[src/hw/rtl/morse_edge_timing_decoder_top_macros.svh]
// ----------------------------------------------------------------------------
// Morse edge timing decoder assertion macros
// Assertion helpers clocked on clk and disabled while arst_n is low.
// ----------------------------------------------------------------------------
`ifndef MORSE_EDGE_TIMING_DECODER_TOP_MACROS_SVH
`define MORSE_EDGE_TIMING_DECODER_TOP_MACROS_SVH

`ifndef SYNTHESIS
`define METD_ASSERT_IMP(label, ante, cons, msg) \
	label: assert property (@(posedge clk) disable iff (!arst_n) (ante) |-> (cons)) \
		else $error(msg);
`define METD_ASSERT_NXT(label, ante, cons, msg) \
	label: assert property (@(posedge clk) disable iff (!arst_n) (ante) |=> (cons)) \
		else $error(msg);
`else
`define METD_ASSERT_IMP(label, ante, cons, msg)
`define METD_ASSERT_NXT(label, ante, cons, msg)
`endif

`endif

[src/hw/rtl/metd_pkg.sv]
// ----------------------------------------------------------------------------
// Morse edge timing decoder package
// Configuration layout, register indexes, reset values and the code table.
// ----------------------------------------------------------------------------
`default_nettype none

package metd_pkg;

	localparam int CFG_W       = 32;
	localparam int CFG_INDEX_W = 3;
	localparam int CHAR_W      = 7;
	localparam int EDGE_TIME_W = 32;
	localparam int CODE_MAX_LEN = 5;

	localparam logic [CFG_INDEX_W-1:0] CFG_DOT_LOW    = 3'd0;
	localparam logic [CFG_INDEX_W-1:0] CFG_DOT_HIGH   = 3'd1;
	localparam logic [CFG_INDEX_W-1:0] CFG_DASH_LOW   = 3'd2;
	localparam logic [CFG_INDEX_W-1:0] CFG_DASH_HIGH  = 3'd3;
	localparam logic [CFG_INDEX_W-1:0] CFG_LETTER_GAP = 3'd4;
	localparam logic [CFG_INDEX_W-1:0] CFG_WORD_GAP   = 3'd5;

	localparam logic [CFG_W-1:0] RST_DOT_LOW    = 32'd5000;
	localparam logic [CFG_W-1:0] RST_DOT_HIGH   = 32'd15000;
	localparam logic [CFG_W-1:0] RST_DASH_LOW   = 32'd25000;
	localparam logic [CFG_W-1:0] RST_DASH_HIGH  = 32'd35000;
	localparam logic [CFG_W-1:0] RST_LETTER_GAP = 32'd20000;
	localparam logic [CFG_W-1:0] RST_WORD_GAP   = 32'd60000;

	localparam logic [CHAR_W-1:0] CHAR_UNKNOWN = 7'd63;
	localparam logic [CHAR_W-1:0] CHAR_A       = 7'd65;
	localparam logic [CHAR_W-1:0] CHAR_ZERO    = 7'd48;

	typedef struct packed {
		logic [CFG_W-1:0] dot_low;
		logic [CFG_W-1:0] dot_high;
		logic [CFG_W-1:0] dash_low;
		logic [CFG_W-1:0] dash_high;
		logic [CFG_W-1:0] letter_gap;
		logic [CFG_W-1:0] word_gap;
	} cfg_t;

	// Symbol k of a pattern sits at bit k, a dash is a one.
	function automatic logic [CHAR_W-1:0] code_to_char(input logic [2:0] len,
		input logic [4:0] pat);
		logic [CHAR_W-1:0] ch;
		unique case ({len, pat})
			{3'd2, 5'd2}:  ch = CHAR_A;
			{3'd4, 5'd1}:  ch = CHAR_A + 7'd1;
			{3'd4, 5'd5}:  ch = CHAR_A + 7'd2;
			{3'd3, 5'd1}:  ch = CHAR_A + 7'd3;
			{3'd1, 5'd0}:  ch = CHAR_A + 7'd4;
			{3'd4, 5'd4}:  ch = CHAR_A + 7'd5;
			{3'd3, 5'd3}:  ch = CHAR_A + 7'd6;
			{3'd4, 5'd0}:  ch = CHAR_A + 7'd7;
			{3'd2, 5'd0}:  ch = CHAR_A + 7'd8;
			{3'd4, 5'd14}: ch = CHAR_A + 7'd9;
			{3'd3, 5'd5}:  ch = CHAR_A + 7'd10;
			{3'd4, 5'd2}:  ch = CHAR_A + 7'd11;
			{3'd2, 5'd3}:  ch = CHAR_A + 7'd12;
			{3'd2, 5'd1}:  ch = CHAR_A + 7'd13;
			{3'd3, 5'd7}:  ch = CHAR_A + 7'd14;
			{3'd4, 5'd6}:  ch = CHAR_A + 7'd15;
			{3'd4, 5'd11}: ch = CHAR_A + 7'd16;
			{3'd3, 5'd2}:  ch = CHAR_A + 7'd17;
			{3'd3, 5'd0}:  ch = CHAR_A + 7'd18;
			{3'd1, 5'd1}:  ch = CHAR_A + 7'd19;
			{3'd3, 5'd4}:  ch = CHAR_A + 7'd20;
			{3'd4, 5'd8}:  ch = CHAR_A + 7'd21;
			{3'd3, 5'd6}:  ch = CHAR_A + 7'd22;
			{3'd4, 5'd9}:  ch = CHAR_A + 7'd23;
			{3'd4, 5'd13}: ch = CHAR_A + 7'd24;
			{3'd4, 5'd3}:  ch = CHAR_A + 7'd25;
			{3'd5, 5'd31}: ch = CHAR_ZERO;
			{3'd5, 5'd30}: ch = CHAR_ZERO + 7'd1;
			{3'd5, 5'd28}: ch = CHAR_ZERO + 7'd2;
			{3'd5, 5'd24}: ch = CHAR_ZERO + 7'd3;
			{3'd5, 5'd16}: ch = CHAR_ZERO + 7'd4;
			{3'd5, 5'd0}:  ch = CHAR_ZERO + 7'd5;
			{3'd5, 5'd1}:  ch = CHAR_ZERO + 7'd6;
			{3'd5, 5'd3}:  ch = CHAR_ZERO + 7'd7;
			{3'd5, 5'd7}:  ch = CHAR_ZERO + 7'd8;
			{3'd5, 5'd15}: ch = CHAR_ZERO + 7'd9;
			default:       ch = CHAR_UNKNOWN;
		endcase
		return ch;
	endfunction

endpackage

`default_nettype wire

[src/hw/rtl/metd_edge_if.sv]
// ----------------------------------------------------------------------------
// Edge event channel
// Valid/ready channel carrying one timestamped edge per request.
// ----------------------------------------------------------------------------
`default_nettype none

interface metd_edge_if;
	logic        valid;
	logic        ready;
	logic [31:0] edge_time;
	logic        edge_level;

	modport source (output valid, output edge_time, output edge_level, input ready);
	modport sink (input valid, input edge_time, input edge_level, output ready);
endinterface

`default_nettype wire

[src/hw/rtl/metd_char_if.sv]
// ----------------------------------------------------------------------------
// Character channel
// Valid/ready channel carrying one decoded character per request.
// ----------------------------------------------------------------------------
`default_nettype none

interface metd_char_if;
	logic       valid;
	logic       ready;
	logic [6:0] character;
	logic       word_end;

	modport source (output valid, output character, output word_end, input ready);
	modport sink (input valid, input character, input word_end, output ready);
endinterface

`default_nettype wire

[src/hw/rtl/morse_edge_timing_decoder_top.sv]
// ----------------------------------------------------------------------------
// Morse edge timing decoder
// Edge events in, decoded ASCII characters out.
//
// edge_in takes one edge per request: a microsecond timestamp and the new
// light level. char_out gives one request per finished letter: the ASCII
// code, or '?' for an unknown pattern, and a word-end flag. Most edges give
// no character. The cfg port writes the six timing thresholds; users must
// do so only while idle, as the block itself does not enforce this.
//
// An accepted edge waits in the input register; on advance its character
// is registered for char_out. One edge is accepted every cycle unless
// char_out stalls, set by the single input-to-result register stage. If
// char_out stalls holding a character, one more edge enters the input
// register, then edge_in.ready drops until it is taken. Reset empties both
// stages, clears the held pattern and edge history, and loads the defaults.
// ----------------------------------------------------------------------------
`default_nettype none
`include "morse_edge_timing_decoder_top_macros.svh"

module morse_edge_timing_decoder_top
	import metd_pkg::*;
#(
	parameter int MAX_SYMBOLS = 9,
	parameter int TIME_BITS   = 32
) (
	input  wire logic                   clk,
	input  wire logic                   arst_n,
	metd_edge_if.sink                   edge_in,
	metd_char_if.source                 char_out,
	input  wire logic                   cfg_we,
	input  wire logic [CFG_INDEX_W-1:0] cfg_index,
	input  wire logic [CFG_W-1:0]       cfg_wdata
);

	localparam int SW   = (TIME_BITS < EDGE_TIME_W) ? TIME_BITS : EDGE_TIME_W;
	localparam int CNTW = $clog2(MAX_SYMBOLS + 1);

	cfg_t                   cfg;
	logic                   valid_s1;
	logic [SW-1:0]          time_s1;
	logic                   level_s1;
	logic [SW-1:0]          rise_stamp_q;
	logic [SW-1:0]          fall_stamp_q;
	logic                   rise_seen_q;
	logic                   fall_seen_q;
	logic [MAX_SYMBOLS-1:0] sym_bits_q;
	logic [CNTW-1:0]        sym_count_q;
	logic                   res_valid_q;
	logic [CHAR_W-1:0]      res_char_q;
	logic                   res_word_q;
	logic [MAX_SYMBOLS-1:0] sym_bits_n;
	logic [CNTW-1:0]        sym_count_n;
	logic                   emit;
	logic [CHAR_W-1:0]      dec_char;
	logic                   dec_word;
	logic                   advance;
	logic                   in_fire;

	metd_cfg_regs u_cfg_regs (
		.clk       (clk),
		.arst_n    (arst_n),
		.cfg_we    (cfg_we),
		.cfg_index (cfg_index),
		.cfg_wdata (cfg_wdata),
		.cfg       (cfg)
	);

	metd_decode #(
		.MAX_SYMBOLS (MAX_SYMBOLS),
		.TIME_BITS   (TIME_BITS)
	) u_decode (
		.now         (time_s1),
		.rising      (level_s1),
		.rise_stamp  (rise_stamp_q),
		.fall_stamp  (fall_stamp_q),
		.rise_seen   (rise_seen_q),
		.fall_seen   (fall_seen_q),
		.sym_bits    (sym_bits_q),
		.sym_count   (sym_count_q),
		.cfg         (cfg),
		.sym_bits_n  (sym_bits_n),
		.sym_count_n (sym_count_n),
		.emit        (emit),
		.character   (dec_char),
		.word_end    (dec_word)
	);

	assign advance       = valid_s1 && (!res_valid_q || char_out.ready);
	assign edge_in.ready = !valid_s1 || advance;
	assign in_fire       = edge_in.valid && edge_in.ready;

	always_ff @(posedge clk or negedge arst_n) begin
		if (!arst_n) begin
			valid_s1 <= 1'b0;
		end else if (edge_in.ready) begin
			valid_s1 <= edge_in.valid;
		end
	end

	always_ff @(posedge clk) begin
		if (in_fire) begin
			time_s1  <= SW'(edge_in.edge_time);
			level_s1 <= edge_in.edge_level;
		end
	end

	always_ff @(posedge clk or negedge arst_n) begin
		if (!arst_n) begin
			rise_stamp_q <= '0;
			fall_stamp_q <= '0;
			rise_seen_q  <= 1'b0;
			fall_seen_q  <= 1'b0;
			sym_bits_q   <= '0;
			sym_count_q  <= '0;
		end else if (advance) begin
			if (level_s1) begin
				rise_stamp_q <= time_s1;
				rise_seen_q  <= 1'b1;
			end else begin
				fall_stamp_q <= time_s1;
				fall_seen_q  <= 1'b1;
			end
			sym_bits_q  <= sym_bits_n;
			sym_count_q <= sym_count_n;
		end
	end

	always_ff @(posedge clk or negedge arst_n) begin
		if (!arst_n) begin
			res_valid_q <= 1'b0;
		end else if (advance) begin
			res_valid_q <= emit;
		end else if (char_out.ready) begin
			res_valid_q <= 1'b0;
		end
	end

	always_ff @(posedge clk) begin
		if (advance && emit) begin
			res_char_q <= dec_char;
			res_word_q <= dec_word;
		end
	end

	assign char_out.valid     = res_valid_q;
	assign char_out.character = res_char_q;
	assign char_out.word_end  = res_word_q;

	`METD_ASSERT_IMP(a_count_limit, 1'b1, sym_count_q <= CNTW'(MAX_SYMBOLS), "symbol count past limit")
	`METD_ASSERT_IMP(a_empty_pattern, sym_count_q == '0, sym_bits_q == '0, "bits held with no symbols")
	`METD_ASSERT_NXT(a_clear_on_emit, advance && emit, sym_count_q == '0 && res_valid_q, "pattern not cleared after character")
	`METD_ASSERT_IMP(a_fall_no_emit, valid_s1 && !level_s1, !emit, "falling edge produced a character")
	`METD_ASSERT_IMP(a_stall_only, !edge_in.ready, valid_s1 && res_valid_q && !char_out.ready, "input stalled without cause")

endmodule

`default_nettype wire

[src/hw/rtl/metd_cfg_regs.sv]
// ----------------------------------------------------------------------------
// Configuration registers
// Holds the pulse windows and gap thresholds, written through a plain port.
// ----------------------------------------------------------------------------
`default_nettype none

module metd_cfg_regs
	import metd_pkg::*;
(
	input  wire logic                   clk,
	input  wire logic                   arst_n,
	input  wire logic                   cfg_we,
	input  wire logic [CFG_INDEX_W-1:0] cfg_index,
	input  wire logic [CFG_W-1:0]       cfg_wdata,
	output cfg_t                        cfg
);

	cfg_t cfg_q;

	always_ff @(posedge clk or negedge arst_n) begin
		if (!arst_n) begin
			cfg_q.dot_low    <= RST_DOT_LOW;
			cfg_q.dot_high   <= RST_DOT_HIGH;
			cfg_q.dash_low   <= RST_DASH_LOW;
			cfg_q.dash_high  <= RST_DASH_HIGH;
			cfg_q.letter_gap <= RST_LETTER_GAP;
			cfg_q.word_gap   <= RST_WORD_GAP;
		end else if (cfg_we) begin
			unique case (cfg_index)
				CFG_DOT_LOW:    cfg_q.dot_low    <= cfg_wdata;
				CFG_DOT_HIGH:   cfg_q.dot_high   <= cfg_wdata;
				CFG_DASH_LOW:   cfg_q.dash_low   <= cfg_wdata;
				CFG_DASH_HIGH:  cfg_q.dash_high  <= cfg_wdata;
				CFG_LETTER_GAP: cfg_q.letter_gap <= cfg_wdata;
				CFG_WORD_GAP:   cfg_q.word_gap   <= cfg_wdata;
				default: begin
				end
			endcase
		end
	end

	assign cfg = cfg_q;

endmodule

`default_nettype wire

[src/hw/rtl/metd_decode.sv]
// ----------------------------------------------------------------------------
// Edge decode datapath
// Measures the pulse or gap of one edge, updates the held pattern and
// looks up the character when a letter ends.
// ----------------------------------------------------------------------------
`default_nettype none

module metd_decode
	import metd_pkg::*;
#(
	parameter int MAX_SYMBOLS = 9,
	parameter int TIME_BITS   = 32,
	localparam int SW   = (TIME_BITS < EDGE_TIME_W) ? TIME_BITS : EDGE_TIME_W,
	localparam int CMPW = (TIME_BITS > CFG_W) ? TIME_BITS : CFG_W,
	localparam int CNTW = $clog2(MAX_SYMBOLS + 1)
) (
	input  wire logic [SW-1:0]          now,
	input  wire logic                   rising,
	input  wire logic [SW-1:0]          rise_stamp,
	input  wire logic [SW-1:0]          fall_stamp,
	input  wire logic                   rise_seen,
	input  wire logic                   fall_seen,
	input  wire logic [MAX_SYMBOLS-1:0] sym_bits,
	input  wire logic [CNTW-1:0]        sym_count,
	input  wire cfg_t                   cfg,
	output logic [MAX_SYMBOLS-1:0]      sym_bits_n,
	output logic [CNTW-1:0]             sym_count_n,
	output logic                        emit,
	output logic [CHAR_W-1:0]           character,
	output logic                        word_end
);

	logic [TIME_BITS-1:0] pulse_t;
	logic [TIME_BITS-1:0] gap_t;
	logic [CMPW-1:0]      pulse;
	logic [CMPW-1:0]      gap;
	logic                 is_dash;
	logic                 is_dot;
	logic                 word_hit;
	logic                 letter_hit;
	logic                 room;

	assign pulse_t = TIME_BITS'(now) - TIME_BITS'(rise_stamp);
	assign gap_t   = TIME_BITS'(now) - TIME_BITS'(fall_stamp);
	assign pulse   = CMPW'(pulse_t);
	assign gap     = CMPW'(gap_t);

	assign is_dash = (pulse >= CMPW'(cfg.dash_low)) && (pulse <= CMPW'(cfg.dash_high));
	assign is_dot  = (pulse >= CMPW'(cfg.dot_low)) && (pulse <= CMPW'(cfg.dot_high));
	assign word_hit   = gap > CMPW'(cfg.word_gap);
	assign letter_hit = gap > CMPW'(cfg.letter_gap);
	assign room       = sym_count < CNTW'(MAX_SYMBOLS);

	always_comb begin
		sym_bits_n  = sym_bits;
		sym_count_n = sym_count;
		emit        = 1'b0;
		word_end    = word_hit;
		if (sym_count > CNTW'(CODE_MAX_LEN)) begin
			character = CHAR_UNKNOWN;
		end else begin
			character = code_to_char(sym_count[2:0], sym_bits[4:0]);
		end
		if (rising) begin
			if (fall_seen && (sym_count != '0) && (word_hit || letter_hit)) begin
				emit        = 1'b1;
				sym_bits_n  = '0;
				sym_count_n = '0;
			end
		end else if (rise_seen && (is_dash || is_dot) && room) begin
			sym_bits_n  = sym_bits | (MAX_SYMBOLS'(is_dash) << sym_count);
			sym_count_n = sym_count + CNTW'(1);
		end
	end

endmodule

`default_nettype wire
[src/flat_wrapper.sv]
// flat-port wrapper written by rule: the top's interface ports become plain ports
module morse_edge_timing_decoder_top_flat import metd_pkg::*;
#(
	parameter int MAX_SYMBOLS = 9,
	parameter int TIME_BITS   = 32
)
  (clk, arst_n, cfg_we, cfg_index, cfg_wdata, edge_in_valid, edge_in_edge_time, edge_in_edge_level, edge_in_ready, char_out_valid, char_out_character, char_out_word_end, char_out_ready);
  metd_edge_if edge_in_i ();
  metd_char_if char_out_i ();
  input  wire logic clk;
  input  wire logic arst_n;
  input  wire logic cfg_we;
  input  wire logic [CFG_INDEX_W-1:0] cfg_index;
  input  wire logic [CFG_W-1:0] cfg_wdata;
  input wire logic [$bits(edge_in_i.valid)-1:0] edge_in_valid;
  input wire logic [$bits(edge_in_i.edge_time)-1:0] edge_in_edge_time;
  input wire logic [$bits(edge_in_i.edge_level)-1:0] edge_in_edge_level;
  output wire logic [$bits(edge_in_i.ready)-1:0] edge_in_ready;
  output wire logic [$bits(char_out_i.valid)-1:0] char_out_valid;
  output wire logic [$bits(char_out_i.character)-1:0] char_out_character;
  output wire logic [$bits(char_out_i.word_end)-1:0] char_out_word_end;
  input wire logic [$bits(char_out_i.ready)-1:0] char_out_ready;
  assign edge_in_i.valid = edge_in_valid;
  assign edge_in_i.edge_time = edge_in_edge_time;
  assign edge_in_i.edge_level = edge_in_edge_level;
  assign edge_in_ready = edge_in_i.ready;
  assign char_out_valid = char_out_i.valid;
  assign char_out_character = char_out_i.character;
  assign char_out_word_end = char_out_i.word_end;
  assign char_out_i.ready = char_out_ready;
  morse_edge_timing_decoder_top #(.MAX_SYMBOLS(MAX_SYMBOLS), .TIME_BITS(TIME_BITS)) u_core (.clk(clk), .arst_n(arst_n), .edge_in(edge_in_i), .char_out(char_out_i), .cfg_we(cfg_we), .cfg_index(cfg_index), .cfg_wdata(cfg_wdata));
endmodule
[config.mk]
export PLATFORM = sky130hd
export DESIGN_NAME = morse_edge_timing_decoder_top_flat
export DESIGN_NICKNAME = d
export VERILOG_FILES = /design/src/hw/rtl/metd_pkg.sv /design/src/hw/rtl/metd_edge_if.sv /design/src/hw/rtl/metd_char_if.sv /design/src/hw/rtl/morse_edge_timing_decoder_top.sv /design/src/hw/rtl/metd_cfg_regs.sv /design/src/hw/rtl/metd_decode.sv /design/src/flat_wrapper.sv
export VERILOG_INCLUDE_DIRS = /design/src /design/src/hw/rtl
export SDC_FILE = /design/constraint.sdc
export NUM_CORES = 1
export LEC_CHECK = 0
export ABC_CLOCK_PERIOD_IN_PS = 7900
export BUFFER_PORTS_ARGS = -buffer_cell sky130_fd_sc_hd__buf_4
export CAP_MARGIN = 20
export CORE_ASPECT_RATIO = 1.2
export CORE_MARGIN = 10
export CORE_UTILIZATION = 55
export DETAILED_ROUTE_END_ITERATION = 16
export PLACE_DENSITY = 0.72
export RECOVER_POWER = 25
export SETUP_SLACK_MARGIN = 0.15
export SLEW_MARGIN = 30
export SYNTH_ARGS = -nofsm -noshare
export SYNTH_HDL_FRONTEND = slang
export SYNTH_SLANG_ARGS = --single-unit
[constraint.sdc]
create_clock -name clk -period 7.9 [get_ports clk]
set_clock_uncertainty 0.2 [all_clocks]
set_input_delay 0.395 -clock clk [delete_from_list [all_inputs] [get_ports clk]]
set_output_delay 0.395 -clock clk [all_outputs]
set_load 0.01 [all_outputs]
==> metrics <==
pre-CTS setup slack=~1600 ps; synthesis warning total=0; largest net degree at the start of global routing=132; fin nets=around 2,600; met3 Use GR=0.0325; Combinational Power Share=0.518; Max Slew Vio Count=180; Final Wtd Congestion=a little over 0.9; RSZ-0062 raised after global routing=no; WHS=about 280 ps; final-report hold violation count=0; Final WS setup=1590 ps; Primary FF master, synth=dfrtp_1; R2R cell count=21; met2 usage=0.406; flop-to-flop setup slack=1590 ps; Fillers=2,940; TritonCTS clock tree=built; area occupied by multi-input gates=10,400 um2; Yosys reg bits=310; vias=15,600; CTS Sinks=310; final instance area=22,500 um2; H-tree depth=2; Worst Setup End Kind=flip-flop; root buf cell=clkbuf_16; wire per inst=between 15 and 20 um; register area=8010 um2; FMAX=~0.16 GHz; clock power share=0.206; setup TNS=0 ps; Rel. slew slack=-0.926; Max rail drop VDD=0.000243 V; sw frac=0.418; Boundary Pins=83; row cnt=75; failing checks=max-capacitance violations, max-slew violations; ranking of synthesized cells by area=dfrtp_1 30%, ha_1 16%, o21ai_0 6.4%; Reg power frac=0.276; arrival time at the worst endpoint=between 6000 and 7000 ps; sequential area share after synthesis=0.408; Post-Route WL=48,800 um; # resized after CTS=0; Async S/R FF share, synth=0.868; met1 GRT Util=0.264; post-route ant nets=0; syn nets=2,457; Initial Util=0.560; gr ovfl total=0; die area=43,700 um2; Post-Syn Area=19,600 um2; Power Density=352 nW/um2; Pwr Total=7.93 mW; Syn Area/Cell=between 9 and 10 um2; DRT Pass-1 Iters=5; die height=between 200 and 250 um; minimum clock period=around 6300 ps; Placed Area=between 20,000 and 25,000 um2; CTS Buf Count=35; worst path required time=8120 ps; element type at the critical path start=flip-flop; hold endpoint=u_core.fall_seen_q; Hold Crit Start=u_core.fall_seen_q; outcome=finished, violations left; die width=193 um; Via-to-Cell Ratio=between 5 and 6; synthesis-to-finish area growth=14.8%; final worst path period share=0.799; DRC violations left=0; Synth top area share=0.297; Hold WC Path Type=flip-flop to flip-flop; Pint=4.62 mW; Critical R2R Capture=u_core.sym_count_q[3]; cell taking the most area after synthesis=dfrtp_1; Syn Inst Count=2,125; max_cap viols=4; IO buf count=82; clock slew at reported path FFs=60 ps; share of cells above drive strength 1=0.118; Hold Path Stages=1; setup violators final=0; hold_buf cts=69; switching pwr=between 3 and 4 mW; # Post-CTS Setup Buffers=0; core area=35,100 um2; vias in the first global route=15,500; Pleak=a little over 10 nW; initial antenna violation count=0; Worst-Skew Late Latency=540 ps; clock buffer depth=3; maximum fanout along the worst path=7; initial DRC count=972; Cell variety after synth=82; Post-synth EDFFs=41; CP Class=flip-flop to flip-flop; first-pass GRT wire length=79,100 um; overall fraction of global-route tracks in use=0.225; gr busiest metal=met2; dpl hpwl=36,500 um; Worst-Margin Slew=2890 ps; worst flop-to-flop path startpoint=u_core.time_s1[0]
per-stage QoR:
stage | utilization | instances
final | 0.642 | 2751
after detailed placement | 0.591 | 2617
after global placement | 0.591 | 2617
after floorplan | - | 2125
after global routing | 0.642 | 2750
after CTS | 0.643 | 2749
power by group through the flow:
stage | logic [mW] | clock network [mW] | registers (mW)
after floorplan | 2.97 | 0 | 2.14
after global placement | 3.89 | 0 | 2.20
after detailed placement | 4.03 | 0 | 2.21
after CTS | 4.11 | 1.66 | 2.19
after global routing | 4.67 | 1.72 | 2.23
final | 4.11 | 1.64 | 2.19
kinds of logic after synthesis:
family,share of synthesized area
AND/OR/NAND/NOR,0.126
flip-flops,0.408
buffers and inverters,0.0641
multiplexers,0.0417
adder cells (fa/ha/maj),0.166
AO/OA/AOI/OAI,0.171
XOR/XNOR,0.0241
worst max path at each step:
stage | startpoint | to | slack, ps | depth (start not counted)
floorplan | u_core.time_s1[0] | u_core.char_out.character[0] | 2870 | 21
global placement | u_core.time_s1[0] | u_core.sym_count_q[3] | 1750 | 21
detailed placement | u_core.time_s1[0] | u_core.sym_count_q[3] | 1590 | 21
CTS | u_core.time_s1[0] | u_core.sym_count_q[3] | 1570 | 21
global route | u_core.time_s1[0] | u_core.char_out.character[5] | 1220 | 21
finish | u_core.time_s1[0] | u_core.sym_count_q[3] | 1590 | 21
synth_stat cells (all sizes together) (34+ instances only):
master  count
ha        257
dfrtp     233
a21oi     126
edfxtp     41
nand2     273
o21ai     253
dfstp      36
inv       271
xnor2      41
mux2       70
nor2       85
nand4      34
clkbuf     54
final cells by class:
| type | instances | area share |
|---|---|---|
| diodes | 1 | 0.000111 |
| clock buffers | 46 | 0.0421 |
| clock inverters | 17 | 0.00832 |
| inverters | 272 | 0.0453 |
| multi-input cells | 1481 | 0.463 |
| flip-flops and latches | 310 | 0.355 |
| well taps | 462 | 0.0256 |
| repair buffers | 162 | 0.0608 |
per-layer routing:
metal,routed length (um),up-vias
met1,20100,7508
met2,25300,323
met3,1860,100
met5,0,-
li1,-,7684
met4,1590,0
flip-flops by register name, indices dropped and copies added (netlist names):
signal and count:
u_core.char_out.character 7, u_core.rise_stamp_q 32, u_core.time_s1 32, u_core.char_out.valid 1
u_core.rise_seen_q 1, u_core.sym_count_q 4, u_core.fall_stamp_q 32, u_core.fall_seen_q 1
u_core.char_out.word_end 1, u_core.u_cfg_regs.cfg 192, u_core.valid_s1 1, u_core.level_s1 1
u_core.sym_bits_q 5
worst max-delay path, cell delays in order (launching register included):
cell and delay (ps):
edfxtp_1 380, inv_1 110, ha_1 170, inv_1 50, fa_1 400, a21o_1 210, a221o_1 360, o41ai_2 330
o31ai_2 180, nand4_2 160, a31oi_2 120, a311oi_1 830, ha_1 370, and2_0 160, a221o_1 300, a221oi_1 350
o21ai_0 230, a21o_1 210, a2bb2oi_2 330, o2111ai_2 280, and3_1 280, a211o_1 220
layout by cell type (no fill, tap or decap), drive strengths merged, types with 10 or more instances in the layout:
cell,count
o211ai,14
clkinv,12
nand2b,19
o21ai,253
ha,257
o21bai,10
a211oi,14
edfxtp,41
dfstp,36
nand3,32
a21oi,126
nor3,29
inv,272
nor2,85
mux2,70
xnor2,41
buf,55
clkbuf,84
o21a,16
and3,12
nand2,273
a21o,30
nand4,34
xor2,13
dlygate4sd3,69
nor2b,14
a31oi,12
dfrtp,233
(Power assumes the default switching activity.)
